==> src/hdl/heartbeat_arrival_failure_detector_assert.svh <==
// Assertion macros for the heartbeat failure detector.
`ifndef HEARTBEAT_ARRIVAL_FAILURE_DETECTOR_ASSERT_SVH
`define HEARTBEAT_ARRIVAL_FAILURE_DETECTOR_ASSERT_SVH
`ifndef SYNTH
`define HAFD_CHECK(lbl, prop) lbl: assert property (@(posedge clock) disable iff (reset) prop) \
   else $error("hafd check failed");
`define HAFD_NEVER(lbl, cond) lbl: assert property (@(posedge clock) disable iff (reset) !(cond)) \
   else $error("hafd forbidden condition seen");
`else
`define HAFD_CHECK(lbl, prop)
`define HAFD_NEVER(lbl, cond)
`endif
`endif

==> src/hdl/hafd_pkg.sv <==
package hafd_pkg;

   typedef enum logic [1:0] {
      KIND_PASS,
      KIND_BEAT,
      KIND_TICK
   } kind_type;

   typedef struct packed {
      kind_type    kind;
      logic [31:0] seq;
      logic [63:0] stamp;
   } item_type;

   localparam logic [1:0] VERDICT_PASS = 2'd0;
   localparam logic [1:0] VERDICT_DROP = 2'd1;
   localparam logic [1:0] VERDICT_TICK = 2'd2;

   localparam logic [15:0] MIN_FRAME_LEN  = 16'd50;
   localparam logic [15:0] ETHERTYPE_IPV4 = 16'h0800;
   localparam logic [7:0]  PROTO_UDP      = 8'd17;

   localparam logic [15:0] PORT_RESET     = 16'd8888;
   localparam logic [31:0] INTERVAL_RESET = 32'd1000000000;

   localparam logic CSR_IDX_PORT     = 1'b0;
   localparam logic CSR_IDX_INTERVAL = 1'b1;

endpackage

==> src/hdl/hafd_front.sv <==
module hafd_front import hafd_pkg::*; (
   input  logic        req_valid,
   output logic        req_ready,
   input  logic        req_op,
   input  logic [15:0] req_frame_length,
   input  logic [15:0] req_ethertype,
   input  logic [7:0]  req_ip_protocol,
   input  logic [15:0] req_udp_dest_port,
   input  logic [31:0] req_sequence_req,
   input  logic [63:0] req_time_ns,
   input  logic [15:0] beat_port,
   input  logic        queue_full,
   output logic        push,
   output item_type    push_item
);

   logic is_beat;

   assign is_beat = (req_frame_length >= MIN_FRAME_LEN) && (req_ethertype == ETHERTYPE_IPV4) &&
                    (req_ip_protocol == PROTO_UDP) && (req_udp_dest_port == beat_port);

   assign req_ready = !queue_full;
   assign push      = req_valid && !queue_full;

   always_comb begin
      push_item.seq   = req_sequence_req;
      push_item.stamp = req_time_ns;
      if (req_op) begin
         push_item.kind = KIND_TICK;
      end else if (is_beat) begin
         push_item.kind = KIND_BEAT;
      end else begin
         push_item.kind = KIND_PASS;
      end
   end

endmodule

==> config.mk <==
export PLATFORM = sky130hd
export DESIGN_NAME = hafd_front
export DESIGN_NICKNAME = d
export VERILOG_FILES = /design/src/hdl/heartbeat_arrival_failure_detector_assert.svh /design/src/hdl/hafd_pkg.sv /design/src/hdl/hafd_front.sv
export SDC_FILE = /design/constraint.sdc
export NUM_CORES = 1
export LEC_CHECK = 0
export BUFFER_PORTS_ARGS = -buffer_cell sky130_fd_sc_hd__buf_2
export CORE_AREA = 2 2 105 107
export DETAILED_ROUTE_END_ITERATION = 8
export DIE_AREA = 0 0 107 109
export GPL_TIMING_DRIVEN = 0
export PLACE_DENSITY = 0.54
export SYNTH_ARGS = -nofsm -noshare
export SYNTH_HDL_FRONTEND = slang
export SYNTH_SLANG_ARGS = --single-unit
export TNS_END_PERCENT = 20
==> constraint.sdc <==
create_clock -name vclk -period 1.85
set_input_delay 0.185 -clock vclk [all_inputs]
set_output_delay 0.185 -clock vclk [all_outputs]
set_load 0.1 [all_outputs]
Word level (Yosys, flattened, before mapping). Cells that the tools add are included.

Bits in registers: 0. Input port bits: 171. Output and inout bits: 100.

Order comparisons: 1. Equal/unequal tests: 3. Multiplexer cells: 2. Reductions and logical operators: 5.

Operators with widths (count): $eq 16x12->1 const B (1); $eq 16x16->1 (1); $ge 16x6->1 const B (1); $eq 8x5->1 const B (1); $logic_and 1x1->1 (4); $mux 2 (1); $logic_not 1->1 (1); $mux 1 (1).

Longest topological paths before layout.
Depth in word-level cells: 6. Mapped depth: 4.

Worst setup path before layout. Ideal clock, no wire load.

Kind: input to output. Start point: in beat_port[11]. End point: out push_item[96] (netlist bit). Arrival time: 3.049 ns. Required time: 1.665 ns. Setup slack: -1.384 ns. Cell stages on the path: 4. Path buffers: 0. Path through: xor2_1 nor4_2 nand4_1 a311oi_1.

RTL lines: start, declared (RTL line hafd_front.sv:11) `input logic [15:0] beat_port,`; end, declared (RTL line hafd_front.sv:14) `output item_type push_item`.

==> summary.md <==
| Metric | Value |
|---|---|
| Cell Pwr Density | 575.8 mW/mm^2 |
| Setup violations, final | 0 |
| DR WL/cell | 9.444 um |
| WP data required | 1.66 ns |
| Int Power | 279.8 uW |
| # IOs | 271 |
| Post-DP HPWL | 4204 um |
| Post-Synthesis Cells | 134 |
| Crit Path Category | input pin to output pin |
| Sum of negative setup slack | 0 ns |
| Vias in the first global route | 1,171 |
| Antenna Nets Post-Route | 0 |
| Clock power frac | 0% |
| Share of cells above drive strength 1 | 89.94% |
| Setup Buffers After CTS | 0 |
| Yosys top cell area share | 70.89% |
| Max-slew violation count | 0 |
| Initial antenna violation count | 0 |
| Setup ws final | 0.05725 ns |
| Tightest Pin Transition | 0.5937 ns |
| Starting Density | 9.688% |
| DIE AREA | 0.01166 sq mm |
| Die W | 107 um |
| Worst slew margin | 59.92% |
| PortBufs | 174 |
| Worst hold margin | 0.7531 ns |
| Crit-path max FO | 1 |
| Sequential element share of the synthesized area | 0% |
| Most frequent cell after synthesis | buf_4 |
| Distinct cell type count after synthesis | 14 |
| YS warnings | 0 |
| Final Cycle Share | 96.91% |
| # diodes | 0 |
| Final Util | 20.09% |
| First-pass GRT wire length | 5016 um |
| Fin nets | 481 |
| Crit start category | input pin |
| Global Route Usage Sum | 5.431% |
| Fill count | 1,181 |
| Cts hold-fix bufs | 0 |
| Unrepaired setup endpoints after global routing | yes |
| Fin cells | 448 |
| Highest clock rate | 557.8 MHz |
| Rows | 38 |
| MaxCap Viol Count | 0 |
| Area leader, netlist | buf_4 |
| Tmin final | 1.793 ns |
| Congestion Overflow GR | 0 |
| Die Span Y | 109 um |
| 1st-pass router iterations | 4 |
| Syn_nets | 305 |
| HP Class | input pin to output pin |
| P_leak | 1.255 nW |
| WL final | 4231 um |
| Comb pwr share | 100.0% |
| Crit. End Element | output pin |
| Dpl cell area | 0.002091 sq mm |
| Avg Cell Area, Syn | 7.666 sq um |
| Placement Setup Slack | -0.2537 ns |
| Layout area overhead | 107.3% |
| Overall power | 1.226 mW |
| Clkbuf count | 0 |
| GPL Wtd Cong | 0.7860 |
| DRT iter0 DRCs | 17 |
| Fin area | 0.002130 sq mm |
| Sequential Area | 0 sq um |
| Dpl cells | 448 |
| Final Hold Viols | 0 |
| Placeable core area | 0.01060 sq mm |
| DR vias/cell | 3.183 |
| Largest cells by area after synthesis | buf_4 71%, xor2_1 14%, nor4_2 3.7% |
| Worst EP arrival | 1.61 ns |
| Status | finished, final reports clean |
| Detailed-route via count | 1,426 |
| Sequential cell count | 0 |
| Sw power | 946.4 uW |
| Net Sw Frac | 77.18% |
| Worst vdd ir | 0.0002360 V |
| Post-Syn Area | 0.001027 sq mm |
| Synth top cells by count | 97 x buf_4, 16 x xor2_1, 4 x nor4_1, 3 x nor4_2, 3 x nor4b_1 |
| Pin count of the biggest net entering global routing | 3 |
| Seq pwr share | 0% |
| DRC | 0 |
==> power by group through the flow <==
| stage | Clock (mW) | Sequential [mW] | Combinational [mW] |
|---|---|---|---|
| 2_1_floorplan | 0 | 0 | 1.04 |
| 3_3_place_gp | 0 | 0 | 1.22 |
| 3_5_place_dp | 0 | 0 | 1.23 |
| 4_1_cts | 0 | 0 | 1.23 |
| 5_1_grt | 0 | 0 | 1.26 |
| 6_report | 0 | 0 | 1.23 |
==> area by class of cell <==
cell class,instances,area [sq um],share of cell area (%)
multi-input combinational,36,324.1,15.22
timing repair buffer,174,898.4,42.19
tap,140,175.2,8.226
buffer,97,728.2,34.20
inverter,1,3.754,0.1763
==> cell families (layout without fill, tap and decap cells) <==
group / after synthesis / after routing / share of synthesized area [%]
buffers and inverters: 98 / 272 / 71.25
XOR/XNOR: 16 / 16 / 13.64
AND/OR/NAND/NOR: 18 / 18 / 13.40
AO/OA/AOI/OAI: 2 / 2 / 1.706
==> repair_timing <==
| action | CTS | global route |
|---|---|---|
| pin swaps | 4 | 1 |
| setup endpoints to repair | 1 | 1 |
| gates resized for setup | 6 | 2 |
==> worst max-delay path, stage by stage <==
cell and delay, ns:
buf_6 0.09, xor2_1 0.15, nor4_2 0.37, nand4_1 0.27
a311oi_4 0.32, buf_12 0.22
==> worst paths after layout <==
kind / from / to / depth (start not counted)
worst min-delay path: req_sequence_req[20] / push_item[84] / 2
worst max-delay path: req_udp_dest_port[12] / push_item[96] / 6
==> placed cells by master, fill, tap and decap left out <==
| cell type | count |
|---|---|
| o311ai_0 | 1 |
| nor4b_1 | 2 |
| inv_1 | 1 |
| and4_1 | 1 |
| buf_6 | 2 |
| nor3_1 | 1 |
| nor2_1 | 1 |
| nor3_2 | 1 |
| nor4_1 | 4 |
| buf_2 | 171 |
| a311oi_4 | 1 |
| nor4b_2 | 1 |
| nand4_1 | 2 |
| nor4_2 | 3 |
| xor2_1 | 16 |
| buf_4 | 97 |
| or4_1 | 1 |
| buf_12 | 1 |
| nor2b_1 | 1 |
==> metal layers <==
layer	GRT usage, %	wire length (um)	vias up
li1	-	-	688
met1	3.964	1002	584
met2	14.29	2627	154
met3	0.4782	601	0
met4	0	0	0
met5	0	0	-
(Power assumes the default switching activity.)
