**config.mk**
```make
export PLATFORM = sky130hd
export DESIGN_NAME = hafd_queue
export DESIGN_NICKNAME = d
export VERILOG_FILES = /design/src/hdl/heartbeat_arrival_failure_detector_assert.svh /design/src/hdl/hafd_pkg.sv /design/src/hdl/hafd_queue.sv
export SDC_FILE = /design/constraint.sdc
export NUM_CORES = 1
export LEC_CHECK = 0
export BUFFER_PORTS_ARGS = -buffer_cell sky130_fd_sc_hd__buf_2
export CAP_MARGIN = 0
export CORE_MARGIN = 1.5
export CORE_UTILIZATION = 52
export CTS_BUF_LIST = sky130_fd_sc_hd__clkbuf_4 sky130_fd_sc_hd__clkbuf_8 sky130_fd_sc_hd__clkbuf_16
export DETAILED_ROUTE_END_ITERATION = 7
export HOLD_SLACK_MARGIN = 0.02
export PLACE_DENSITY_LB_ADDON = 0.25
export SLEW_MARGIN = 25
export SYNTH_ARGS = -nofsm -noshare
export SYNTH_HDL_FRONTEND = slang
export SYNTH_SLANG_ARGS = --single-unit
```
**constraint.sdc**
```tcl
create_clock -name clock -period 13.2 [get_ports clock]
set_clock_uncertainty 0.1 [all_clocks]
set_input_delay 3.96 -clock clock [delete_from_list [all_inputs] [get_ports clock]]
set_output_delay 3.96 -clock clock [all_outputs]
set_load 0.05 [all_outputs]
```
**src/hdl/heartbeat_arrival_failure_detector_assert.svh**
```systemverilog
// Assertion macros for the heartbeat failure detector.
`ifndef HEARTBEAT_ARRIVAL_FAILURE_DETECTOR_ASSERT_SVH
`define HEARTBEAT_ARRIVAL_FAILURE_DETECTOR_ASSERT_SVH
`ifndef SYNTH
`define HAFD_CHECK(lbl, prop) lbl: assert property (@(posedge clock) disable iff (reset) prop) \
   else $error("hafd check failed");
`define HAFD_NEVER(lbl, cond) lbl: assert property (@(posedge clock) disable iff (reset) !(cond)) \
   else $error("hafd forbidden condition seen");
`else
`define HAFD_CHECK(lbl, prop)
`define HAFD_NEVER(lbl, cond)
`endif
`endif

```
**src/hdl/hafd_pkg.sv**
```systemverilog
package hafd_pkg;

   typedef enum logic [1:0] {
      KIND_PASS,
      KIND_BEAT,
      KIND_TICK
   } kind_type;

   typedef struct packed {
      kind_type    kind;
      logic [31:0] seq;
      logic [63:0] stamp;
   } item_type;

   localparam logic [1:0] VERDICT_PASS = 2'd0;
   localparam logic [1:0] VERDICT_DROP = 2'd1;
   localparam logic [1:0] VERDICT_TICK = 2'd2;

   localparam logic [15:0] MIN_FRAME_LEN  = 16'd50;
   localparam logic [15:0] ETHERTYPE_IPV4 = 16'h0800;
   localparam logic [7:0]  PROTO_UDP      = 8'd17;

   localparam logic [15:0] PORT_RESET     = 16'd8888;
   localparam logic [31:0] INTERVAL_RESET = 32'd1000000000;

   localparam logic CSR_IDX_PORT     = 1'b0;
   localparam logic CSR_IDX_INTERVAL = 1'b1;

endpackage

```
**src/hdl/hafd_queue.sv**
```systemverilog
module hafd_queue import hafd_pkg::*; (
   input  logic     clock,
   input  logic     reset,
   input  logic     push,
   input  item_type push_item,
   output logic     full,
   output logic     head_valid,
   output item_type head_item,
   input  logic     pop
);

   // Two slots; slot 0 is always the head.
   item_type   slot0_ff, slot0_in;
   item_type   slot1_ff, slot1_in;
   logic [1:0] count_ff, count_in;
   logic       do_pop;
   logic [1:0] base;

   assign full       = (count_ff == 2'd2);
   assign head_valid = (count_ff != 2'd0);
   assign head_item  = slot0_ff;
   assign do_pop     = pop && head_valid;

   always_comb begin
      slot0_in = slot0_ff;
      slot1_in = slot1_ff;
      if (do_pop) begin
         slot0_in = slot1_ff;
      end
      base = count_ff - {1'b0, do_pop};
      if (push) begin
         if (base == 2'd0) begin
            slot0_in = push_item;
         end else begin
            slot1_in = push_item;
         end
      end
      count_in = base + {1'b0, push};
   end

   always_ff @(posedge clock) begin
      if (reset) begin
         count_ff <= 2'd0;
      end else begin
         count_ff <= count_in;
      end
      slot0_ff <= slot0_in;
      slot1_ff <= slot1_in;
   end

endmodule

```
# Yosys cells after proc, flatten, opt, wreduce, memory -nomap -nowiden
# Index checks and enable logic that the tools add are counted.
# totals
input_bits	102
wordCells	18
regBits	198
# classes
muxes	3
bitwise_logic	1
n_reduce_logical	4
n_eq_ne	1
add_sub_neg	2
# ops
cell	n
98-bit 2-to-1 mux	3
2-bit by 1-bit adder with 2-bit output	1
2-bit == test (second input constant)	1
2-bit logical NOT	1
2-bit AND reduction	1
2-bit nonzero test	1
2-bit by 1-bit subtractor with 2-bit output	1
1-bit logical AND	1
1-bit NOT	1

# Logic depth before layout (Yosys ltp)
# logic_depth
ltp_word	6
depth_mapped	6

# Least setup slack after synthesis
# Ideal clock, no wire load.
# synth_timing
path_kind	input to register
start	input pop
end	register slot1_ff[0] in the netlist's numbering (enable)
t_arrival_ns	11.240
stages	2
path_buffers	0
setup_ns	0.706
t_required_ns	12.394
path_slack_ns	1.154
cell_sequence	nand2b_1 > a21boi_0
# synth_via
elab_chain_cells	5
# synth_lines
item	line_no	rtl
start, declared	hafd_queue.sv:9	input logic pop
1-bit logical AND	hafd_queue.sv:22	assign do_pop = pop && head_valid;
2-bit by 1-bit subtractor with 2-bit output	hafd_queue.sv:30	base = count_ff - {1'b0, do_pop};
2-bit logical NOT	hafd_queue.sv:32	if (base == 2'd0) begin
1-bit NOT (no line)	n/a	
2-bit AND reduction (no line)	n/a	
end signal, assigned	hafd_queue.sv:48	slot1_ff <= slot1_in;
end, declared	hafd_queue.sv:14	item_type slot1_ff, slot1_in;
# No other way between the ends.
# A chain may end at the register's enable or synchronous reset.

==> flow_summary.ini <==
[status]
status = finished, final reports clean

[clock_network]
cts_made_buffers = 17
clock-sinks = 198
clock_latency_ns = 0.42
cts_resized = 0
tritoncts = built
post-cts-setup-buffers = 0
cts_buffer_depth = 2
clk_pin_slew_worst_paths_ns = 0.06
cts_hold_buf = 0
h-tree-depth = 4
cts_root_buffer = clkbuf_16

[routing]
drt_wl_total_mm = 13.4
drcViolationCount = 0
route.antenna.remaining_nets = 0
vias_per_cell = 5.01
drt-wirelength-per-cell_um = 16.2
num_vias = 4136
drt_iter0_markers = 227
dr.pass1.iters = 4

[place]
dp.cells = 794
port_buffers = 201
gp_congestion = 0.727
hpwl_mm = 9.12

[worst_setup_path]
worstReg2RegStart = count_ff[0]
worstRegToRegCells = 4
cp-start-kind = input pin
path_class = in2reg
crit_arrival_ns = 6.02
path_buf_inv = 2
worst-endpoint-required_ns = 13.41
path_depth = 5
crit_path_top_delay_cell = nand3_4
crit_path_cell_trace = buf_2, nand2b_1, nand3_4, buf_4, mux2_2
cp_max_fo = 56
crit_path_end_kind = flop
slowest_delay_ns = 0.64
crit_start = pop
crit_family = simple AND/OR/NAND/NOR gates

[timing]
drv_slew = 0
period_share_pct = 44.0
worst_pin_slew_ns = 0.814
relSlewSlack_pct = 45.8
max_freq_mhz = 172
finalCriticalPeriod_ns = 5.81
final_hold_viol_count = 0
tns_ns = 0
setup_violations = 0
rsz0062_at_grt = no

[power]
clkPwrFrac_pct = 30.1
power.internal_mw = 1.15
seqPwrFrac_pct = 44.6
sw_frac_of_total_pct = 31.0
combPwrFrac_pct = 25.3
p_switching_uw = 516
leakagePower_nw = 3.70
p_per_area_nw_per_um2 = 182
total_power_mw = 1.66
peakVddDrop_mv = 0.147

[logic_synthesis]
ys_ff_latch = 198
yosysWarnings = 0
syn_area_sq_um = 7370
yosysSeqAreaShare_pct = 67.1
synth_flop_cell = dfxtp_1
synth_largest_area_cell = edfxtp_1
netlist_instances = 428
netlist_top_cells_area = edfxtp_1, dfxtp_1, mux2_2
synth_top_area_share_pct = 39.9
ys_types = 21
async_flop_share_pct = 0
synth_nets = 531
synth_edf_count = 98
avgSynthCellArea_sq_um = 17.2

[global_routing]
grt_pass1_vias = 4292
grt_use_total_pct = 18.6
grt-ovfl-total = 0
grt_first_pass_wirelength_mm = 20.8
antenna_found_initial = 0
grt_max_degree = 57

[layout]
multiInputGateArea_sq_um = 2330
nets = 736
stdcell_count = 826
syn2layout_area_growth_pct = 24.1
drive_gt1_share_pct = 64.9
n_antenna_cell = 0
fillers = 1012
seq_area_sq_um = 4940
postLayoutCoreUtil_pct = 65.9

[floorplanning]
initial_core_util_pct = 53.1
ios = 202
rows = 43
dieWidth_um = 122
die_height_um = 122
dieArea_sq_um = 14900
core_sq_um = 13900

[hold_path]
hp-start = slot1_ff[93]
hold_depth = 2
min_path_type = reg2reg

[flow_run]
cap_violations = 0
==> layout by cell type (no fill, tap or decap) <==
master        n
edfxtp_1     98
mux2_1       20
o21ai_0       1
a21oi_1       1
a21boi_4      1
clkinvlp_4    4
inv_1         1
buf_4         5
nor2_1        1
o21ai_4       1
nand2b_1      1
ha_1          1
nand3_4       1
inv_6         1
or3_1         1
clkbuf_16    18
nor2b_1       2
clkinv_2      3
mux2_2      176
dfxtp_1     100
buf_2       201
clkbuf_8      4
clkinv_4      1
or2_2         1
a21bo_2       1
bufinv_16     1
==> worst register-to-register path, stage by stage (launching register included) <==
cell and delay (ns):
dfxtp_1 0.43, nand2b_1 0.20, nand3_4 0.64, buf_4 0.62, mux2_2 0.43
==> state kept, by name, summed over array words and instances (netlist names) <==
signal	flops
head_item	98
count_ff	2
slot1_ff	98
==> Yosys cell counts (2+ instances only) <==
cell type	n
buf_2	13
mux2_1	20
buf_1	3
edfxtp_1	98
buf_6	3
nor2b_1	2
mux2_2	176
dfxtp_1	100
==> routing by layer <==
layer | vias up | track usage (%) | wire length (um)
li1 | 2018 | - | -
met1 | 1972 | 19.4 | 5070
met2 | 127 | 32.8 | 6950
met3 | 19 | 7.87 | 1130
met4 | 0 | 8.16 | 243
met5 | - | 0 | 0
==> power groups by stage <==
stage	Sequential, mW	Clock [mW]	Combinational (mW)
floorplan	0.953	0	0.130
global placement	0.751	0	0.417
detailed placement	0.756	0	0.424
CTS	0.743	0.516	0.425
global route	0.749	0.537	0.444
finish	0.742	0.500	0.421
==> layout make-up <==
| type | instances | share of cell area (%) |
|---|---|---|
| inverter | 1 | 0.0411 |
| tap | 180 | 2.46 |
| clock inverter | 10 | 1.01 |
| sequential | 198 | 54.1 |
| timing repair buffer | 206 | 11.4 |
| multi-input combinational | 209 | 25.5 |
| clock buffer | 22 | 5.53 |
==> worst paths after layout <==
| check | to | slack, ns |
|---|---|---|
| hold reg to reg | head_item[93] | 0.48 |
| hold / removal | head_item[93] | 0.48 |
| setup / recovery | head_item[18] | 7.39 |
| setup reg to reg | head_item[18] | 10.67 |
==> cell families (layout without fill, tap and decap cells) <==
logic type	after synthesis	after routing	synth area share, %
AO/OA/AOI/OAI	5	5	0.492
adder cells (fa/ha/maj)	1	1	0.170
multiplexers	196	196	30.0
flip-flops	198	198	67.1
buffers and inverters	21	239	1.65
AND/OR/NAND/NOR	7	7	0.612
==> metrics by stage <==
step	setup slack, ns	area [sq um]	hold slack [ns]
finish	7.39	9140	0.476
global route	7.24	9140	0.501
CTS	7.34	9140	0.481
detailed placement	6.91	8540	0.465
global placement	6.95	8540	0.455
floorplan	1.15	7370	0.448
Note: power is estimated with default switching activity, not from simulation.
