<file path="config.mk">
export PLATFORM = sky130hd
export DESIGN_NAME = hafd_back
export DESIGN_NICKNAME = d
export VERILOG_FILES = /design/src/hdl/heartbeat_arrival_failure_detector_assert.svh /design/src/hdl/hafd_pkg.sv /design/src/hdl/hafd_div.sv /design/src/hdl/hafd_back.sv
export SDC_FILE = /design/constraint.sdc
export NUM_CORES = 2
export LEC_CHECK = 0
export ABC_AREA = 1
export BUFFER_PORTS_ARGS = -buffer_cell sky130_fd_sc_hd__buf_2
export CAP_MARGIN = 20
export CORE_ASPECT_RATIO = 0.9
export CORE_UTILIZATION = 40
export DETAILED_ROUTE_END_ITERATION = 12
export SYNTH_ARGS = -nofsm -noshare
export SYNTH_HDL_FRONTEND = slang
export SYNTH_HIERARCHICAL = 1
export SYNTH_SLANG_ARGS = --single-unit
</file>
<file path="constraint.sdc">
create_clock -name clock -period 19.9 [get_ports clock]
set_input_delay 0.995 -clock clock [delete_from_list [all_inputs] [get_ports clock]]
set_output_delay 0.995 -clock clock [all_outputs]
set_load 0.03 [all_outputs]
</file>
<file path="src/hdl/heartbeat_arrival_failure_detector_assert.svh">
// Assertion macros for the heartbeat failure detector.
`ifndef HEARTBEAT_ARRIVAL_FAILURE_DETECTOR_ASSERT_SVH
`define HEARTBEAT_ARRIVAL_FAILURE_DETECTOR_ASSERT_SVH
`ifndef SYNTH
`define HAFD_CHECK(lbl, prop) lbl: assert property (@(posedge clock) disable iff (reset) prop) \
   else $error("hafd check failed");
`define HAFD_NEVER(lbl, cond) lbl: assert property (@(posedge clock) disable iff (reset) !(cond)) \
   else $error("hafd forbidden condition seen");
`else
`define HAFD_CHECK(lbl, prop)
`define HAFD_NEVER(lbl, cond)
`endif
`endif

</file>
<file path="src/hdl/hafd_pkg.sv">
package hafd_pkg;

   typedef enum logic [1:0] {
      KIND_PASS,
      KIND_BEAT,
      KIND_TICK
   } kind_type;

   typedef struct packed {
      kind_type    kind;
      logic [31:0] seq;
      logic [63:0] stamp;
   } item_type;

   localparam logic [1:0] VERDICT_PASS = 2'd0;
   localparam logic [1:0] VERDICT_DROP = 2'd1;
   localparam logic [1:0] VERDICT_TICK = 2'd2;

   localparam logic [15:0] MIN_FRAME_LEN  = 16'd50;
   localparam logic [15:0] ETHERTYPE_IPV4 = 16'h0800;
   localparam logic [7:0]  PROTO_UDP      = 8'd17;

   localparam logic [15:0] PORT_RESET     = 16'd8888;
   localparam logic [31:0] INTERVAL_RESET = 32'd1000000000;

   localparam logic CSR_IDX_PORT     = 1'b0;
   localparam logic CSR_IDX_INTERVAL = 1'b1;

endpackage

</file>
<file path="src/hdl/hafd_div.sv">
module hafd_div #(
   parameter int DW = 3
) (
   input  logic          clock,
   input  logic          reset,
   input  logic          start,
   input  logic [63:0]   dividend,
   input  logic [DW-1:0] divisor,
   output logic          done,
   output logic [63:0]   quotient
);

   // Restoring division, one quotient bit per cycle; quotient bits shift
   // into the dividend register as its upper bits leave.
   logic [63:0]   dvd_ff, dvd_in;
   logic [DW-1:0] rem_ff, rem_in;
   logic [DW-1:0] dsr_ff, dsr_in;
   logic [5:0]    cnt_ff, cnt_in;
   logic          busy_ff, busy_in;
   logic          done_ff, done_in;
   logic [DW:0]   shifted;
   logic          fits;

   assign done     = done_ff;
   assign quotient = dvd_ff;

   always_comb begin
      dvd_in  = dvd_ff;
      rem_in  = rem_ff;
      dsr_in  = dsr_ff;
      cnt_in  = cnt_ff;
      busy_in = busy_ff;
      done_in = 1'b0;
      shifted = {rem_ff, dvd_ff[63]};
      fits    = shifted >= {1'b0, dsr_ff};
      if (start) begin
         dvd_in  = dividend;
         rem_in  = '0;
         dsr_in  = divisor;
         cnt_in  = '0;
         busy_in = 1'b1;
      end else if (busy_ff) begin
         rem_in = fits ? DW'(shifted - {1'b0, dsr_ff}) : DW'(shifted);
         dvd_in = {dvd_ff[62:0], fits};
         cnt_in = cnt_ff + 6'd1;
         if (cnt_ff == 6'd63) begin
            busy_in = 1'b0;
            done_in = 1'b1;
         end
      end
   end

   always_ff @(posedge clock) begin
      if (reset) begin
         busy_ff <= 1'b0;
         done_ff <= 1'b0;
         cnt_ff  <= '0;
      end else begin
         busy_ff <= busy_in;
         done_ff <= done_in;
         cnt_ff  <= cnt_in;
      end
      dvd_ff <= dvd_in;
      rem_ff <= rem_in;
      dsr_ff <= dsr_in;
   end

endmodule

</file>
<file path="src/hdl/hafd_back.sv">
module hafd_back import hafd_pkg::*; #(
   parameter int WINDOW = 5
) (
   input  logic        clock,
   input  logic        reset,
   input  logic [31:0] interval_ns,
   input  logic        head_valid,
   input  item_type    head_item,
   output logic        pop,
   output logic        rsp_valid,
   input  logic        rsp_ready,
   output logic [1:0]  rsp_verdict,
   output logic        rsp_accepted,
   output logic        rsp_suspect,
   output logic [63:0] rsp_estimate
);

   localparam int PW = (WINDOW > 1) ? $clog2(WINDOW) : 1;
   localparam int CW = $clog2(WINDOW + 1);
   // Reciprocal of the window; the estimate it gives is low by at most one.
   localparam logic [63:0] RECIP = 64'hFFFF_FFFF_FFFF_FFFF / 64'(WINDOW);

   typedef enum logic [3:0] {
      S_IDLE,
      S_MEAN_A,
      S_MEAN_B,
      S_MEAN_C,
      S_SLIDE_A,
      S_SLIDE_B,
      S_SLIDE_C,
      S_SLIDE_D,
      S_SLIDE_E,
      S_SLIDE_F
   } state_type;

   state_type   state_ff, state_in;
   logic [31:0] ls_ff, ls_in;
   logic [63:0] rm_ff, rm_in;
   logic [63:0] ea_ff, ea_in;
   logic [PW-1:0] wp_ff, wp_in;
   logic [CW-1:0] fill_ff, fill_in;
   logic        armed_ff, armed_in;
   logic [63:0] t_ff, t_in;
   logic [63:0] prod_ff, prod_in;
   logic [63:0] acc_ff, acc_in;
   logic [127:0] wide_ff, wide_in;
   logic [CW-1:0] dsr_ff, dsr_in;
   logic        empty_ff, empty_in;
   logic        rsp_valid_ff, rsp_valid_in;
   logic [1:0]  verdict_ff, verdict_in;
   logic        accepted_ff, accepted_in;
   logic        suspect_ff, suspect_in;
   logic [63:0] estimate_ff, estimate_in;

   logic [63:0] ring [WINDOW];
   logic [63:0] rdata_ff;
   logic        ring_we;
   logic        ring_re;
   logic [63:0] ring_wdata;
   logic [PW:0] rd_sum;
   logic [PW-1:0] rd_addr;
   logic [PW-1:0] wp_next;
   logic [CW-1:0] fill_push;
   logic [CW-1:0] s_low;
   logic [CW-1:0] s_plus;

   logic [31:0] mul_a;
   logic [31:0] mul_b;
   logic [63:0] mul_p;
   logic [63:0] q_est;
   logic [63:0] slide_rem;
   logic [63:0] q_fix;

   logic        div_start;
   logic [63:0] div_dividend;
   logic [CW-1:0] div_divisor;
   logic        div_done;
   logic [63:0] div_quotient;

   hafd_div #(.DW(CW)) u_div (
      .clock    (clock),
      .reset    (reset),
      .start    (div_start),
      .dividend (div_dividend),
      .divisor  (div_divisor),
      .done     (div_done),
      .quotient (div_quotient)
   );

   assign rsp_valid    = rsp_valid_ff;
   assign rsp_verdict  = verdict_ff;
   assign rsp_accepted = accepted_ff;
   assign rsp_suspect  = suspect_ff;
   assign rsp_estimate = estimate_ff;

   assign s_low     = head_item.seq[CW-1:0];
   assign s_plus    = s_low + CW'(1);
   assign wp_next   = (wp_ff == PW'(WINDOW - 1)) ? '0 : wp_ff + PW'(1);
   assign fill_push = (fill_ff < CW'(WINDOW)) ? fill_ff + CW'(1) : fill_ff;

   // Oldest entry sits fill places behind the write pointer.
   assign rd_sum  = (PW+1)'(wp_ff) + (PW+1)'(WINDOW) - (PW+1)'(fill_ff);
   assign rd_addr = (rd_sum >= (PW+1)'(WINDOW)) ? PW'(rd_sum - (PW+1)'(WINDOW))
                                                : PW'(rd_sum);

   // One 32x32 multiplier builds the difference times the reciprocal from four
   // partial products; a compare and an increment then fix the quotient.
   assign mul_p     = mul_a * mul_b;
   assign q_est     = wide_ff[127:64];
   assign slide_rem = prod_ff - q_est * 64'(WINDOW);
   assign q_fix     = (slide_rem >= 64'(WINDOW)) ? q_est + 64'd1 : q_est;

   always_comb begin
      state_in     = state_ff;
      ls_in        = ls_ff;
      rm_in        = rm_ff;
      ea_in        = ea_ff;
      wp_in        = wp_ff;
      fill_in      = fill_ff;
      armed_in     = armed_ff;
      t_in         = t_ff;
      prod_in      = prod_ff;
      acc_in       = acc_ff;
      wide_in      = wide_ff;
      dsr_in       = dsr_ff;
      empty_in     = empty_ff;
      rsp_valid_in = rsp_valid_ff;
      verdict_in   = verdict_ff;
      accepted_in  = accepted_ff;
      suspect_in   = suspect_ff;
      estimate_in  = estimate_ff;
      pop          = 1'b0;
      ring_we      = 1'b0;
      ring_re      = 1'b0;
      ring_wdata   = head_item.stamp;
      div_start    = 1'b0;
      div_dividend = head_item.stamp;
      div_divisor  = s_plus;
      mul_a        = prod_ff[31:0];
      mul_b        = RECIP[31:0];

      if (rsp_valid_ff && rsp_ready) begin
         rsp_valid_in = 1'b0;
      end

      case (state_ff)
         S_IDLE: begin
            if (head_valid && !rsp_valid_ff) begin
               pop         = 1'b1;
               accepted_in = 1'b0;
               suspect_in  = 1'b0;
               estimate_in = ea_ff;
               case (head_item.kind)
                  KIND_TICK: begin
                     verdict_in   = VERDICT_TICK;
                     rsp_valid_in = 1'b1;
                     if (armed_ff && (head_item.stamp >= ea_ff)) begin
                        suspect_in = 1'b1;
                        armed_in   = 1'b0;
                     end
                  end
                  KIND_BEAT: begin
                     verdict_in = VERDICT_DROP;
                     if (head_item.seq < ls_ff) begin
                        rsp_valid_in = 1'b1;
                     end else if (head_item.seq == 32'd0) begin
                        ring_we      = 1'b1;
                        wp_in        = wp_next;
                        fill_in      = fill_push;
                        rm_in        = head_item.stamp;
                        ea_in        = head_item.stamp + 64'(interval_ns >> 1);
                        armed_in     = 1'b1;
                        accepted_in  = 1'b1;
                        estimate_in  = ea_in;
                        rsp_valid_in = 1'b1;
                     end else if (head_item.seq < 32'(WINDOW)) begin
                        ring_we   = 1'b1;
                        wp_in     = wp_next;
                        fill_in   = fill_push;
                        ls_in     = head_item.seq;
                        prod_in   = rm_ff * 64'(s_low);
                        dsr_in    = s_plus;
                        div_start = 1'b1;
                        state_in  = S_MEAN_A;
                     end else begin
                        // Read the oldest arrival now; the new arrival is written at the write pointer next cycle.
                        ring_re  = 1'b1;
                        empty_in = (fill_ff == '0);
                        fill_in  = (fill_ff == '0) ? CW'(1) : fill_ff;
                        ls_in    = head_item.seq;
                        t_in     = head_item.stamp;
                        state_in = S_SLIDE_A;
                     end
                  end
                  default: begin
                     verdict_in   = VERDICT_PASS;
                     rsp_valid_in = 1'b1;
                  end
               endcase
            end
         end
         S_MEAN_A: begin
            div_dividend = prod_ff;
            div_divisor  = dsr_ff;
            if (div_done) begin
               acc_in    = div_quotient;
               div_start = 1'b1;
               state_in  = S_MEAN_B;
            end
         end
         S_MEAN_B: begin
            if (div_done) begin
               rm_in    = acc_ff + div_quotient;
               state_in = S_MEAN_C;
            end
         end
         S_MEAN_C: begin
            ea_in        = rm_ff + 64'((40'(dsr_ff) * 40'(interval_ns)) >> 1);
            armed_in     = 1'b1;
            accepted_in  = 1'b1;
            estimate_in  = ea_in;
            rsp_valid_in = 1'b1;
            state_in     = S_IDLE;
         end
         S_SLIDE_A: begin
            ring_we    = 1'b1;
            ring_wdata = t_ff;
            wp_in      = wp_next;
            prod_in    = t_ff - (empty_ff ? 64'd0 : rdata_ff);
            state_in   = S_SLIDE_B;
         end
         S_SLIDE_B: begin
            wide_in  = {64'd0, mul_p};
            state_in = S_SLIDE_C;
         end
         S_SLIDE_C: begin
            mul_a    = prod_ff[63:32];
            wide_in  = wide_ff + {32'd0, mul_p, 32'd0};
            state_in = S_SLIDE_D;
         end
         S_SLIDE_D: begin
            mul_b    = RECIP[63:32];
            wide_in  = wide_ff + {32'd0, mul_p, 32'd0};
            state_in = S_SLIDE_E;
         end
         S_SLIDE_E: begin
            mul_a    = prod_ff[63:32];
            mul_b    = RECIP[63:32];
            wide_in  = wide_ff + {mul_p, 64'd0};
            state_in = S_SLIDE_F;
         end
         S_SLIDE_F: begin
            ea_in        = ea_ff + q_fix;
            armed_in     = 1'b1;
            accepted_in  = 1'b1;
            estimate_in  = ea_in;
            rsp_valid_in = 1'b1;
            state_in     = S_IDLE;
         end
         default: begin
            state_in = S_IDLE;
         end
      endcase
   end

   always_ff @(posedge clock) begin
      if (reset) begin
         state_ff     <= S_IDLE;
         ls_ff        <= '0;
         rm_ff        <= '0;
         ea_ff        <= '0;
         wp_ff        <= '0;
         fill_ff      <= '0;
         armed_ff     <= 1'b0;
         rsp_valid_ff <= 1'b0;
      end else begin
         state_ff     <= state_in;
         ls_ff        <= ls_in;
         rm_ff        <= rm_in;
         ea_ff        <= ea_in;
         wp_ff        <= wp_in;
         fill_ff      <= fill_in;
         armed_ff     <= armed_in;
         rsp_valid_ff <= rsp_valid_in;
      end
      t_ff        <= t_in;
      prod_ff     <= prod_in;
      acc_ff      <= acc_in;
      wide_ff     <= wide_in;
      dsr_ff      <= dsr_in;
      empty_ff    <= empty_in;
      verdict_ff  <= verdict_in;
      accepted_ff <= accepted_in;
      suspect_ff  <= suspect_in;
      estimate_ff <= estimate_in;
   end

   always_ff @(posedge clock) begin
      if (ring_we) begin
         ring[wp_ff] <= ring_wdata;
      end
      if (ring_re) begin
         rdata_ff <= ring[rd_addr];
      end
   end

endmodule

</file>
## Word-level counts from Yosys, hierarchy flattened

Memory sizes are Yosys's and may differ from the RTL's. A register that Yosys moved wholly into a read port is not among the register bits.
Cells that the tools add are included.

| cells by class | value |
|---|---|
| $add $sub $neg | 17 |
| muxes and demuxes | 92 |
| bitwise gates (word level) | 4 |
| reduce and logical (&&, ||, !) cells | 32 |
| multiply operators | 4 |
| order comparisons | 7 |
| equality and inequality tests | 26 |

Operators by type and width:

| cell | number |
|---|---|
| $mux W64 | 20 |
| $pmux W128 S3 | 1 |
| $pmux W64 S2 | 2 |
| $pmux W64 S3 | 1 |
| $add A128 B126 Y128 | 1 |
| $add A128 B94 Y128 | 1 |
| $add A64 B64 Y64 | 2 |
| $sub A64 B64 Y64 | 2 |
| $add A64 B1 Y64 const B | 1 |
| $add A64 B31 Y64 | 1 |
| $add A64 B34 Y64 | 1 |
| $ge A64 B3 Y1 const B | 1 |
| $ge A64 B64 Y1 | 1 |
| $mul A64 B3 Y64 | 1 |
| $mul A64 B3 Y64 const B | 1 |
| $mul A32 B30 Y62 const B | 1 |
| $mux W3 | 14 |
| $mux W1 | 38 |
| $reduce_and A6 Y1 | 6 |
| $mul A3 B32 Y35 | 1 |
| $logic_not A32 Y1 | 1 |
| $lt A32 B3 Y1 const B | 1 |
| $lt A32 B32 Y1 | 1 |
| $mux W32 | 1 |
| 37 further kinds | 81 |

| storage, ports and cells | value |
|---|---|
| bits in writable memories | 320 |
| memories | 1 |
| bits of input ports | 134 |
| output and inout port bits | 70 |
| register bits after elaboration | 642 |
| logic and storage cells | 207 |

Memory list:

| memory | depth | width | rd ports | clocked after memory_dff | wr ports | line | source |
|---|---|---|---|---|---|---|---|
| ring | 5 | 64 | 1 | 1 | 1 | hafd_back.sv:55 | `logic [63:0] ring [WINDOW];` |

## Depth between registers and ports, before layout

| depth | value |
|---|---|
| depth in word-level cells | 9 |
| mapped depth | 55 |
| gate-level depth less buffers | 53 |

## Modules after synthesis

Netlist, hierarchy kept.

By module, submodules not included:

| module | cells an instance | area an instance (sq um) | instances | seq. area each (sq um) |
|---|---|---|---|---|
| hafd_back | 14128 | 103102.6 | 1 | 25784.7 |
| hafd_div | 355 | 3435.8 | 1 | 2232.1 |

## Least setup slack after synthesis

OpenSTA, ideal clock, no wires.

| timing path | value |
|---|---|
| path type | reg-to-reg |
| start | register state_ff[1] |
| end | register wide_ff[106], data pin |
| setup slack | 9.727 ns |
| data required time | 19.644 ns |
| setup time | 0.256 ns |
| period minus slack after synthesis | 10.173 ns |
| arrival time | 9.917 ns |
| buffers on the path | 3 |
| stages on the path, launching flop included | 48 |
| cells stage by stage | dfxtp_1 > inv_1 > nor2_1 > nand2_1 > nand2_1 > clkbuf_1 > clkbuf_1 > clkbuf_1 > o21ai_0 > ha_1 > inv_1 > fa_1 > inv_1 > fa_1 > inv_1 > fa_1 > inv_1 > fa_1 > [12 not listed] > a21oi_1 > o21ai_0 > xor2_1 > ha_1 > a21oi_1 > inv_1 > a31oi_1 > inv_1 > a21oi_1 > a21boi_0 > nand2_1 > a41oi_1 > inv_1 > nand2_1 > a21oi_1 > or2_2 > o21ai_0 > nand2_1 |

| on the way | value |
|---|---|
| word-level cells in the longest chain between the ends | 6 |
| elaborated cells between the ends (all ways) | 11 |
| classes of those cells | add/sub: 2; mul: 1; eq/ne: 4; mux: 2; reduce/logical: 2 |

RTL lines:

| element | line | source |
|---|---|---|
| from (decl) | hafd_back.sv:36 | `state_type state_ff, state_in;` |
| from (signal assigned) | hafd_back.sv:277 | `state_ff <= state_in;` |
| $eq A4 B4 Y1 / $eq A4 B3 Y1 (equally long branches) | hafd_back.sv:146 | `case (state_ff)` |
| $reduce_or A2 Y1 (no source line) | - |  |
| $mux W32 | hafd_back.sv:146 |  |
| $mul A32 B30 Y62 | hafd_back.sv:108 | `assign mul_p = mul_a * mul_b;` |
| $add A128 B126 Y128 / $add A128 B94 Y128 (equally long branches) | hafd_back.sv:249, hafd_back.sv:238, hafd_back.sv:243 |  |
| $pmux W128 S3 * | hafd_back.sv:146 |  |
| via wide_in[106] | hafd_back.sv:46 | `logic [127:0] wide_ff, wide_in;` |
| to (signal assigned) | hafd_back.sv:289 | `wide_ff <= wide_in;` |
| to (decl) | hafd_back.sv:46 |  |

The timed path passes the listed nets; every way through them passes the cells marked *.
A chain may end at the register's enable or synchronous reset.

## Worst setup path after layout

| timing path | value |
|---|---|
| start | register state_ff[0] |
| end | register wide_ff[106], data pin |

The elaborated chain is that of the path after synthesis.

==> flow_metrics.env <==
export IMPL_holdWs_ps=456.6
export IMPL_cp_max_fo=46
export IMPL_cts_buffers=113
export IMPL_fin_area_mm2=0.1162
export IMPL_finalNetCount=16380
export IMPL_syn_avg_cell_area_um2=7.356
export IMPL_cpMostUsedCell="inv_1"
export IMPL_root_buffer="clkbuf_16"
export IMPL_period_share_pct=66.79
export IMPL_grt_first_pass_wirelength_um=719300
export IMPL_relSlewSlack_pct=12.15
export IMPL_hold_path_class="reg -> reg"
export IMPL_fin_skew_ps=39.36
export IMPL_rows=179
export IMPL_grt_pass1_vias=95660
export IMPL_synth_edf_count=811
export IMPL_fill_cells=27470
export IMPL_period_needed_ps=13290
export IMPL_async_flop_share_pct=0
export IMPL_postCtsSetupRepairBufs=0
export IMPL_io_buffers=203
export IMPL_fin_tns_setup_ps=0
export IMPL_place_ws_ps=6981
export IMPL_drcViolationCount=16
export IMPL_start_util_pct=40.28
export IMPL_gp_congestion=1.101
export IMPL_violations="design-rule violations"
export IMPL_ys_seq_area_share_pct=26.30
export IMPL_fmax_ghz=0.07524
export IMPL_synth_nets=16180
export IMPL_via_per_inst=5.748
export IMPL_crit_path_end_kind="register"
export IMPL_finalSetupViolations=0
export IMPL_die_h_um=491.6
export IMPL_holdCritStartpoint="ls_ff[1]"
export IMPL_routed_wl_um=518100
export IMPL_wl_per_cell_um=28.27
export IMPL_crit_slowest_cell="xor2_1"
export IMPL_cp_data_required_time_ps=20420
export IMPL_synthToLayoutAreaGrowth_pct=9.051
export IMPL_dieArea_mm2=0.2684
export IMPL_dpl_cell_area_mm2=0.1122
export IMPL_min_to="ls_ff[1]"
export IMPL_rr_worst_depth=46
export IMPL_worst_pin_slew_ps=1285
export IMPL_cts_repair_resized=0
export IMPL_rsz0062_at_grt="false"
export IMPL_r2r_end="wide_ff[106]"
export IMPL_vias=105300
export IMPL_cp_slowest_stage_delay_ps=690
export IMPL_startpoint_type="register"
export IMPL_cts_buffer_depth=3
export IMPL_crit_arrival_ps=13810
export IMPL_holdBufCountCts=0
export IMPL_ios=204
export IMPL_max_cap_violations=0
export IMPL_antenna_left=0
export IMPL_cts_sink_count=994
export IMPL_htreeDepth=3
export IMPL_yosysWarnings=6
export IMPL_drt_iter0_drc=14820
export IMPL_synthFlopType="edfxtp_1"
export IMPL_setup_ws_ps=6610
export IMPL_grt_ovfl_total=0
export IMPL_dr_pass1_iters=12
export IMPL_syn_instance_count=14480
export IMPL_hold_violations=0
export IMPL_clkTransAtPathRegs_ps=70
export IMPL_slew_viol_final=0
export IMPL_rrSetupSlack_ps=6610
export IMPL_grt_max_degree=165
export IMPL_dp_hpwl_um=425100
export IMPL_min_path_cells=2
export IMPL_cts_tree="done"
export IMPL_netlist_area_mm2=0.1065
export IMPL_status="complete, but fails checks"
export IMPL_path_class="reg -> reg"
export IMPL_antenna_found_initial=69
export IMPL_core_area_mm2=0.2645
export IMPL_synth_distinct_cells=78
export IMPL_insertion_delay_ps=800
export IMPL_drive_gt1_share_pct=5.605
export IMPL_die_x_um=546.0
export IMPL_reg2reg_from="state_ff[0]"
export IMPL_ys_seq_elements=994
export IMPL_grt_total_usage_pct=37.58
layer usage:
metal  part of all wire [%]  GRT usage, %
met4                    4.3         13.79
met3                     14         12.05
met2                     38         51.18
met5                  0.053             0
met1                     44         54.56
worst max-delay path: cells and delay by family, from the launching register on:
kind | cells | cell delay [ps]
fa+ha+maj | 10 | 4450
compound gates | 13 | 3170
simple gates | 10 | 2060
buf+inv | 11 | 2000
xor+xnor | 2 | 890
flops | 1 | 430
synth_stat cells, types with 48 or more instances:
library cell / number / share of area, %
o211ai_1: 62 / 0.44
xnor2_1: 108 / 0.89
a21o_1: 57 / 0.40
clkbuf_1: 232 / 0.82
o21bai_1: 192 / 1.4
a21oi_1: 1157 / 5.4
dfxtp_1: 183 / 3.4
or2_2: 96 / 0.56
nor4_1: 85 / 0.50
edfxtp_1: 811 / 23
xor2_1: 275 / 2.3
fa_1: 526 / 9.9
ha_1: 1041 / 12
o21a_1: 48 / 0.34
o21ai_0: 1077 / 5.1
inv_1: 2682 / 9.4
nand2_1: 3023 / 11
o21ai_1: 81 / 0.38
nand4_1: 123 / 0.72
nand3_1: 439 / 2.1
a31oi_1: 317 / 1.9
nor2_1: 1257 / 4.4
nor3_1: 141 / 0.66
per-stage QoR:
stage	cells	utilization (%)
3_3_place_gp	18090	42.41
2_1_floorplan	14480	-
4_1_cts	18300	43.90
6_report	18330	43.92
3_5_place_dp	18090	42.41
5_1_grt	18310	43.90
worst max-delay path by stage:
stage                            from      endpoint  slack (ps)  cells past startpoint
after floorplan           state_ff[1]  wide_ff[106]        9730                     47
after global placement    state_ff[1]  wide_ff[106]        7240                     45
after detailed placement  state_ff[1]  wide_ff[106]        6980                     46
after CTS                 state_ff[1]  wide_ff[106]        6940                     46
after global routing      state_ff[0]  wide_ff[106]        5940                     45
final                     state_ff[0]  wide_ff[106]        6610                     46
final cells by class:
| class | instances | area [um2] | share of cell area, % |
|---|---|---|---|
| Multi-Input combinational cell | 10490 | 67290 | 57.92 |
| Sequential cell | 994 | 28020 | 24.11 |
| Inverter | 2713 | 10200 | 8.777 |
| Tap cell | 3529 | 4415 | 3.801 |
| Clock buffer | 136 | 2987 | 2.571 |
| Timing Repair Buffer | 366 | 2262 | 1.947 |
| Clock inverter | 78 | 953.4 | 0.8206 |
| Antenna cell | 25 | 62.56 | 0.05385 |
cells by family (layout without fill, tap and decap cells):
group	Yosys count	in the layout	synth area share [%]
AO/OA/AOI/OAI	3221	3221	17.03
XOR/XNOR	384	384	3.164
adder cells (fa/ha/maj)	1567	1567	22.11
buffers and inverters	3003	3293	10.72
flip-flops	994	994	26.30
multiplexers	6	6	0.06107
other	0	25	0
AND/OR/NAND/NOR	5308	5308	20.62
registers in the layout, summed over array words and instances, names as in the netlist, 4 cells and up:
| signal | count |
|---|---|
| t_ff | 64 |
| acc_ff | 64 |
| u_div/quotient | 64 |
| state_ff | 4 |
| ea_ff | 64 |
| wide_ff | 96 |
| rm_ff | 64 |
| ls_ff | 32 |
| rdata_ff | 64 |
| rsp_estimate | 64 |
| ring | 320 |
| u_div/cnt_ff | 6 |
| prod_ff | 64 |
cells in the final DEF, fill, tap and decap left out, drive strengths merged, types with 11 or more instances in the layout:
master	instances
nand2	3072
inv	2714
nor2	1273
o21ai	1176
a21oi	1166
ha	1041
edfxtp	811
fa	526
nand3	446
buf	366
a31oi	318
xor2	276
o21bai	192
dfxtp	183
nor3	147
clkbuf	136
nand4	124
xnor2	108
or2	99
nor4	86
o211ai	62
a21o	57
clkinv	50
o21a	48
a21boi	39
nand3b	31
o221ai	28
o22ai	27
diode	25
o2111ai	23
o31ai	22
a211oi	16
bufinv	15
a221oi	14
clkinvlp	12
and3	11
and2	11
Power is left out: the tool's default activity adds up to more than one toggle a clock period on the data nets, which glitch-free logic cannot reach.
